### src/pfro_pkg.sv
// shared types and constants for the page frame store raster block
package pfro_pkg;

    typedef enum logic [2:0] {
        OP_CLEAR = 3'd0,
        OP_PIXEL = 3'd1,
        OP_FILL  = 3'd2,
        OP_WRITE = 3'd3,
        OP_READ  = 3'd4,
        OP_FLUSH = 3'd5
    } opcode_t;

    localparam logic [2:0] MODE_OR        = 3'd0;
    localparam logic [2:0] MODE_ANDNOT    = 3'd1;
    localparam logic [2:0] MODE_XOR       = 3'd2;
    localparam logic [2:0] MODE_KEEP      = 3'd3;
    localparam logic [2:0] MODE_OVERWRITE = 3'd4;

    localparam logic [7:0] FULL_MASK = 8'hff;
    localparam logic [7:0] ONE_BIT   = 8'b00000001;

    typedef enum logic [2:0] {
        ST_IDLE,
        ST_SWEEP_RD,
        ST_SWEEP_WR,
        ST_READ,
        ST_DONE
    } state_t;

    // controller to datapath
    typedef struct packed {
        logic load;       // latch the incoming transaction
        logic clr_sweep;  // clear walk writes zero
        logic mem_rd;     // issue read at current address
        logic mem_wr;     // write painted byte at current address
        logic step;       // advance column/page
        logic span_upd;   // update dirty span for current address
        logic flush;      // flush span of page
        logic clear_spans;
        logic out_load;   // capture result
        logic out_clear;  // output register taken
    } ctrl_t;

    // datapath to controller
    typedef struct packed {
        logic oor;        // transaction dropped
        logic last;       // current address is last of the walk
        logic out_full;
        logic init_busy;  // zeroing pass after reset still running
    } stat_t;

    function automatic logic [7:0] paint(input logic [7:0] cur, input logic [7:0] din,
                                         input logic [2:0] mode);
        logic [7:0] r;
        case (mode)
            MODE_ANDNOT:    r = cur & ~din;
            MODE_XOR:       r = cur ^ din;
            MODE_KEEP:      r = cur;
            MODE_OVERWRITE: r = din;
            default:        r = cur | din;
        endcase
        return r;
    endfunction

endpackage

### src/pfro_ctrl.sv
// controller state machine sequencing memory walks
module pfro_ctrl (
    input  logic              clk,
    input  logic              rst_n,
    input  logic              in_valid,
    input  logic [2:0]        opcode,
    input  pfro_pkg::stat_t   stat,
    input  logic              out_taken,
    output logic              in_stall,
    output pfro_pkg::ctrl_t   ctrl
);
    pfro_pkg::state_t state_reg, state_next;
    logic [2:0] op_reg, op_next;

    always_ff @(posedge clk or negedge rst_n)
    begin
        if (!rst_n)
        begin
            state_reg <= pfro_pkg::ST_IDLE;
            op_reg    <= 3'd0;
        end
        else
        begin
            state_reg <= state_next;
            op_reg    <= op_next;
        end
    end

    assign in_stall = (state_reg != pfro_pkg::ST_IDLE) || stat.init_busy
                      || (stat.out_full && !out_taken);

    always_comb
    begin
        state_next = state_reg;
        op_next    = op_reg;
        case (state_reg)
            pfro_pkg::ST_IDLE:
            begin
                if (in_valid && !in_stall)
                begin
                    op_next = opcode;
                    state_next = pfro_pkg::ST_SWEEP_RD;
                end
            end
            pfro_pkg::ST_SWEEP_RD:
            begin
                if (stat.oor || op_reg == pfro_pkg::OP_FLUSH || op_reg > pfro_pkg::OP_FLUSH)
                    state_next = pfro_pkg::ST_DONE;
                else if (op_reg == pfro_pkg::OP_READ)
                    state_next = pfro_pkg::ST_READ;
                else
                    state_next = pfro_pkg::ST_SWEEP_WR;
            end
            pfro_pkg::ST_SWEEP_WR:
                state_next = stat.last ? pfro_pkg::ST_DONE : pfro_pkg::ST_SWEEP_RD;
            pfro_pkg::ST_READ:
                state_next = pfro_pkg::ST_DONE;
            pfro_pkg::ST_DONE:
                state_next = pfro_pkg::ST_IDLE;
            default:
                state_next = pfro_pkg::ST_IDLE;
        endcase
    end

    always_comb
    begin
        ctrl = '0;
        ctrl.out_clear = out_taken;
        case (state_reg)
            pfro_pkg::ST_IDLE:
                ctrl.load = in_valid && !in_stall;
            pfro_pkg::ST_SWEEP_RD:
            begin
                ctrl.mem_rd = !stat.oor;
                ctrl.flush = !stat.oor && op_reg == pfro_pkg::OP_FLUSH;
            end
            pfro_pkg::ST_SWEEP_WR:
            begin
                ctrl.mem_wr    = 1'b1;
                ctrl.clr_sweep = op_reg == pfro_pkg::OP_CLEAR;
                ctrl.span_upd  = op_reg != pfro_pkg::OP_CLEAR;
                ctrl.clear_spans = op_reg == pfro_pkg::OP_CLEAR && stat.last;
                ctrl.step      = 1'b1;
            end
            pfro_pkg::ST_DONE:
                ctrl.out_load = 1'b1;
            default:
                ctrl.load = 1'b0;
        endcase
    end
endmodule

### config.mk
export PLATFORM = sky130hd
export DESIGN_NAME = pfro_ctrl
export DESIGN_NICKNAME = d
export VERILOG_FILES = /design/src/pfro_pkg.sv /design/src/pfro_ctrl.sv
export SDC_FILE = /design/constraint.sdc
export NUM_CORES = 1
export LEC_CHECK = 0
export BUFFER_PORTS_ARGS = -buffer_cell sky130_fd_sc_hd__buf_2
export CAP_MARGIN = 30
export CORE_AREA = 5 5 42 44
export DETAILED_ROUTE_END_ITERATION = 8
export DIE_AREA = 0 0 47 49
export GPL_ROUTABILITY_DRIVEN = 1
export PLACE_DENSITY_LB_ADDON = 0.3
export SLEW_MARGIN = 10
export SYNTH_ARGS = -nofsm -noshare
export SYNTH_HDL_FRONTEND = slang
export SYNTH_SLANG_ARGS = --single-unit
### constraint.sdc
create_clock -name clk -period 1.7 [get_ports clk]
set_input_delay 0.34 -clock clk [delete_from_list [all_inputs] [get_ports clk]]
set_output_delay 0.34 -clock clk [all_outputs]
set_load 0.1 [all_outputs]
**After elaboration in Yosys (flattened, before gate mapping)**

Cells that the tools add are included.
Widths: inputs -> output; s select.

- Register bits: 6
- Logic and storage cells: 38

- $lt $le $gt $ge: 1
- Equal/unequal tests: 7
- Muxes and demuxes: 12
- Reductions and logical operators: 16

Operators by type and width:

| kind | number |
|---|---|
| $mux 3 | 4 |
| $pmux 3 s4 | 1 |
| $eq 3x3->1 const B | 3 |
| $mux 1 | 7 |
| $eq 3x2->1 const B | 2 |
| $logic_not 3->1 | 2 |
| $reduce_bool 3->1 | 2 |
| $logic_and 1x1->1 | 4 |
| $logic_or 1x1->1 | 4 |
| $eq 3x1->1 const B | 1 |
| $gt 3x3->1 const B | 1 |
| $logic_not 1->1 | 3 |
| $ne 2x2->1 const B | 1 |
| $reduce_and 2->1 | 1 |

**Longest topological paths before layout**

Gate-level depths: netlist (run 1).

- Depth in word-level cells: 7
- Gate-level depth with buffers: 4
- Depth with buffers taken out: 3

**Worst setup path before layout (run 1)**

OpenSTA, ideal clock, no wires.

- Path type: register -> output
- From: register state_reg[1]
- To: output port ctrl[4] (netlist name)
- Arrival: 4.410 ns
- Data required time: 1.360 ns
- Slack: -3.050 ns
- Stages on the path, launching flop included: 4
- Path buffers: 1
- Path through: dfrtp_1 clkbuf_2 nor3b_1 nor2b_1

RTL lines:

| item | RTL line | source |
|---|---|---|
| from (decl) | pfro_ctrl.sv:12 | `pfro_pkg::state_t state_reg, state_next;` |
| from (signal assigned) | pfro_ctrl.sv:19 | `state_reg <= pfro_pkg::ST_IDLE;` |
| from (signal assigned) | pfro_ctrl.sv:24 | `state_reg <= state_next;` |
| to (decl) | pfro_ctrl.sv:10 | `output pfro_pkg::ctrl_t ctrl` |

==> results of run 1 <==
worst register-to-register path, stage by stage, from the launching register on:
cell and delay (ns):
dfrtp_2 0.46, nor4_4 0.37, nand3_4 0.12, buf_4 0.17, mux2_4 0.29
cell usage after synthesis, types with 2 or more instances:
master and number:
inv_1 2, mux2_4 3, nor3b_1 2, and2_1 2, dfrtp_1 6, nor3_1 2, a211oi_1 2, buf_4 2
nor2_1 2
cell families (layout without fill, tap and decap cells):
| logic type | Yosys count | after routing | share of synthesized area [%] |
|---|---|---|---|
| compound gates | 6 | 6 | 9.94 |
| simple gates | 16 | 16 | 34.8 |
| buf+inv | 5 | 37 | 6.83 |
| mux | 3 | 3 | 11.2 |
| flops | 6 | 6 | 37.3 |
worst paths after layout:
| check | slack, ns | startpoint | to | depth (start not counted) |
|---|---|---|---|---|
| hold / removal | 0.32 | opcode[2] | op_reg[2]$_DFFE_PN0P_ | 2 |
| min in group asynchronous | 0.45 | rst_n | state_reg[1]$_DFFE_PN0P_ | 2 |
| setup reg to reg | 0.18 | state_reg[0]$_DFFE_PN0P_ | op_reg[0]$_DFFE_PN0P_ | 4 |
| max in group asynchronous | 1.10 | rst_n | state_reg[0]$_DFFE_PN0P_ | 2 |
| setup / recovery | -0.11 | state_reg[2]$_DFFE_PN0P_ | ctrl[2] | 4 |
| hold reg to reg | 0.62 | op_reg[1]$_DFFE_PN0P_ | op_reg[1]$_DFFE_PN0P_ | 1 |
layout by cell type (no fill, tap or decap), drive strengths merged, types with 2 or more instances in the layout:
master	n
mux2	3
and2	2
clkbuf	4
a211oi	2
dfrtp	6
nor3b	2
nor2	2
nor3	2
buf	30
cell type report:
type / count / area (sq um)
multi-input cells: 25 / 274
inverters: 2 / 11.3
clock buffers: 4 / 26.3
repair buffers: 31 / 345
well taps: 16 / 20.0
fillers: 127 / 571
flip-flops and latches: 6 / 154
per-layer routing:
layer,global-route usage [%],vias up,wire length [um]
met2,17.0,16,538
met4,5.53,0,0
met3,3.69,0,85
met1,12.4,183,393
li1,-,194,-
met5,0,-,0
power by group:
group          leakage (nW)  internal (mW)  switching [mW]
clock network        0.0150         0.0890          0.0523
logic                 0.273          0.430           0.502
registers            0.0712          0.208           0.110
total                 0.360          0.727           0.664
through the flow:
step	setup TNS (ns)	hold slack (ns)
after global routing	-1.10	0.323
after CTS	-0.521	0.317
after detailed placement	0	0.171
after floorplan	-4.64	0.0444
final	-0.556	0.325
after global placement	0	0.171
repair_timing:
action	CTS	global route
endpoints found under the setup margin	9	10
hold buffers	1	0
pin swaps	3	4
setup buffers	4	1
endpoints found under the hold margin	6	0
resized for setup	4	3
==> flow_summary.yaml, run 1 <==
outcome:
  status: "complete, but fails checks"
  violations: "negative setup slack"
final_layout:
  antennaDiodeCount: 0
  area_delta_synth_final_pct: 106
  final_core_util_pct: 59.3
  layout-drive-gt1-share_pct: 75.0
  layout.cells.non_filler: 84
  design_area_sq_um: 831
  fin_nets: 80
drt:
  first_iter_violations: 3
  drtAntennaViolNets: 0
  remaining_drc_errors: 0
  first_pass_iters: 4
  viasPerCell: 4.68
  wirelength_mm: 1.02
  routedWlPerCell_um: 12.1
  vias: 393
critical_path:
  start_kind: "flop"
  path_cells: "buf_12 -> nor3b_4 -> and3_4 -> buf_12"
  cp_num_buf_inv: 2
  crit_fanout: 4
  critPathSlowestCell: "dfrtp_2"
  crit_type: "reg2out"
  path_common_cell: "buf_12"
  cp.required_ns: 1.36
  crit_path_max_incr_delay_ns: 0.45
  crit_arrival_ns: 1.47
  cp-end-kind: "output pin"
  cp_top_family: "simple AND/OR/NAND/NOR gates"
die:
  fp.dieArea_sq_um: 2300
  fp.dieW_um: 47
  core_area_sq_um: 1400
  die_h_um: 49
  pin_count: 22
  initial_core_util_pct: 28.7
  placementRows: 14
logic_synthesis:
  synth_seq_cells: 6
  synth.area.top_cells: "dfrtp_1, mux2_4, nor4b_4, nor4_4, nand3_4"
  synth-edff-count: 0
  ys_warn_count: 0
  synthesis.instances: 36
  synthArstFlopShare_pct: 100
  synth_ff_type: "dfrtp_1"
  yosysUniqueCellTypes: 22
  synth_seq_area_share_pct: 37.3
  synth_nets: 47
  synth_top_area_cell: "dfrtp_1"
  syn_area_per_cell_sq_um: 11.2
  synth_top_area_share_pct: 37.3
  syn-cell-area_sq_um: 403
global_routing:
  grt_pass1_vias: 427
  globalRoute.totalOverflow: 0
  grt.total_usage_pct: 10.8
  grt_max_degree: 7
  antenna_found_initial: 0
  grt_pass1_wl_mm: 1.79
clock_network:
  cts-root-buf: "clkbuf_4"
  numCtsBuffers: 3
  ctsLongestPathBuffers: 2
  path_clk_slew_ns: 0.05
  clk_latency_ns: 0.24
  cts_tree: "done"
  h-tree-depth: 1
  cts_num_sinks: 6
sta:
  period_share_pct: 106
  finClkSkew_ns: 0.00189
  finalMaxSlewViolations: 0
  rsz0062_at_grt: "true"
  setup_viol: 7
  fmax_ghz: 0.553
  finalHoldViolCount: 0
  finalCriticalPeriod_ns: 1.81
  tightest_slew_ns: 0.485
  finalWorstSetupSlack_ns: -0.110
  relSlewSlack_pct: 67.9
flow_run:
  drv_cap: 0
hold_path:
  hold_class: "in2reg"
placed_design:
  placed_area_sq_um: 717
  place_inst: 74
  portBuffers: 21
  dpl.hpwl_um: 807
  gp_congestion: 0.747
  place_worst_setup_slack_ns: 0.101
power_and_ir_drop:
  power.leakage_nw: 0.360
  total_power_mw: 1.39
  power_density_nw_per_um2: 1670
  vdd_drop_max_uv: 1010
Note: power is estimated with default switching activity, not from simulation.
==> run 2, diff against run 1 <==
clock period = 1.9 ns   (was 1.7 ns; I/O delays follow)
==> run 2 against run 1 <==
  * The flow now finishes without violations
  * Highest routed layer unchanged
  * Die area unchanged
  * Hold slack improved by 0.043 ns
  * Cell count fell by 2.4%
  * First-iteration DRC count grew 33%
  * Critical endpoint unchanged
  * Combinational power fell by 22%
  * Global-route usage decreased by 1.7 points
  * Worst setup slack gained 0.18 ns
  * Wire length decreased by 7.1%
  * Largest power group unchanged
  * Count of clock-buffer cells in the layout unchanged
  * Clock skew increased by 0.00060 ns
==> flow_summary.yaml, run 2 (synthesized netlist as in run 1, its figures left out) <==
placed_design:
  place_inst: 73
  gp_congestion: 0.698
  dpl.hpwl_um: 785
  portBuffers: 21
global_routing:
  grt_max_degree: 9
  antenna_found_initial: 0
  globalRoute.totalOverflow: 0
  grt_pass1_wl_mm: 1.52
  grt.total_usage_pct: 9.07
  grt_pass1_vias: 384
final_layout:
  final_common_cell: "buf_2"
  antennaDiodeCount: 0
  fin_nets: 78
  layout.cells.non_filler: 82
  final_core_util_pct: 54.7
  layout-drive-gt1-share_pct: 71.2
  final_cell_mix: "buf_2, buf_12, buf_4"
  area_delta_synth_final_pct: 90.4
clock_network:
  cts_tree: "done"
  clk_latency_ns: 0.24
  cts_num_sinks: 6
  h-tree-depth: 1
  path_clk_slew_ns: 0.05
  cts-root-buf: "clkbuf_4"
  ctsLongestPathBuffers: 2
  numCtsBuffers: 3
drt:
  viasPerCell: 4.65
  first_pass_iters: 3
  vias: 381
  remaining_drc_errors: 0
  wirelength_um: 945
  routedWlPerCell_um: 11.5
  drtAntennaViolNets: 0
  first_iter_violations: 4
hold_path:
  min_from: "opcode[1]"
  hold_class: "in2reg"
die:
  pin_count: 22
  placementRows: 14
  fp.dieW_um: 47
  fp.dieArea_sq_um: 2300
  core_area_sq_um: 1400
  die_h_um: 49
  initial_core_util_pct: 28.7
flow_run:
  drv_cap: 0
power_and_ir_drop:
  power.leakage_nw: 0.337
  total_power_mw: 1.13
  power_density_nw_per_um2: 1470
  vdd_drop_max_uv: 726
sta:
  fmax_ghz: 0.545
  hold-worst-slack_ns: 0.368
  setup_viol: 0
  tightest_slew_ns: 0.486
  tns_ns: 0
  finalMaxSlewViolations: 0
  finalHoldViolCount: 0
  finClkSkew_ns: 0.00249
  period_share_pct: 96.5
  relSlewSlack_pct: 67.9
  finalCriticalPeriod_ns: 1.83
critical_path:
  crit_path_start: "state_reg[2]$_DFFE_PN0P_"
  start_kind: "flop"
  r2r-start: "state_reg[0]$_DFFE_PN0P_"
  crit_type: "reg2out"
  crit_arrival_ns: 1.45
  crit_fanout: 4
  cp.required_ns: 1.52
  cp-end-kind: "output pin"
outcome:
  status: "complete, no violations"
==> run 2: what timing repair did <==
item	4_1_cts	5_1_grt
setup buffers	2	2
endpoints found under the setup margin	2	2
hold buffers	1	0
gates resized for setup	1	2
hold endpoints to repair	6	0
pin swaps	1	5
==> run 2: path summary, 6_finish.rpt <==
| path | endpoint | slack (ns) | cells past startpoint |
|---|---|---|---|
| setup / recovery | ctrl[2] | 0.07 | 4 |
| max in group asynchronous | state_reg[1]$_DFFE_PN0P_ | 1.25 | 2 |
| min in group asynchronous | state_reg[0]$_DFFE_PN0P_ | 0.49 | 2 |
| hold reg to reg | op_reg[2]$_DFFE_PN0P_ | 0.59 | 1 |
| setup reg to reg | op_reg[0]$_DFFE_PN0P_ | 0.39 | 4 |
| hold / removal | op_reg[1]$_DFFE_PN0P_ | 0.37 | 2 |
==> run 2: where the power goes <==
part           internal, mW  switching, mW
clock network        0.0796         0.0471
logic                 0.302          0.420
registers             0.186         0.0947
total                 0.568          0.562
==> run 2: layout make-up <==
cell class,instances,area [sq um]
inverters,2,11.3
clock buffers,4,26.3
repair buffers,29,295
multi-input cells,25,260
well taps,16,20.0
flip-flops and latches,6,154
fillers,135,634
==> run 2: through the flow <==
stage               setup WS, ns  area (sq um)
floorplan                 -0.741           465
global placement           0.253           692
detailed placement         0.249           692
CTS                     -0.00590           744
global route            -0.00148           767
finish                    0.0661           767
==> run 2: critical path, stage by stage, from the launching register on <==
cell and delay (ns):
dfrtp_2 0.45, buf_6 0.14, nor3b_4 0.23, and3_4 0.23
buf_12 0.17
==> run 2: routing by layer <==
metal	global-route usage, %	routed length, um	vias up
met5	0	0	-
met2	13.8	494	13
li1	-	-	190
met3	3.69	74	0
met1	10.8	375	178
met4	4.15	0	0
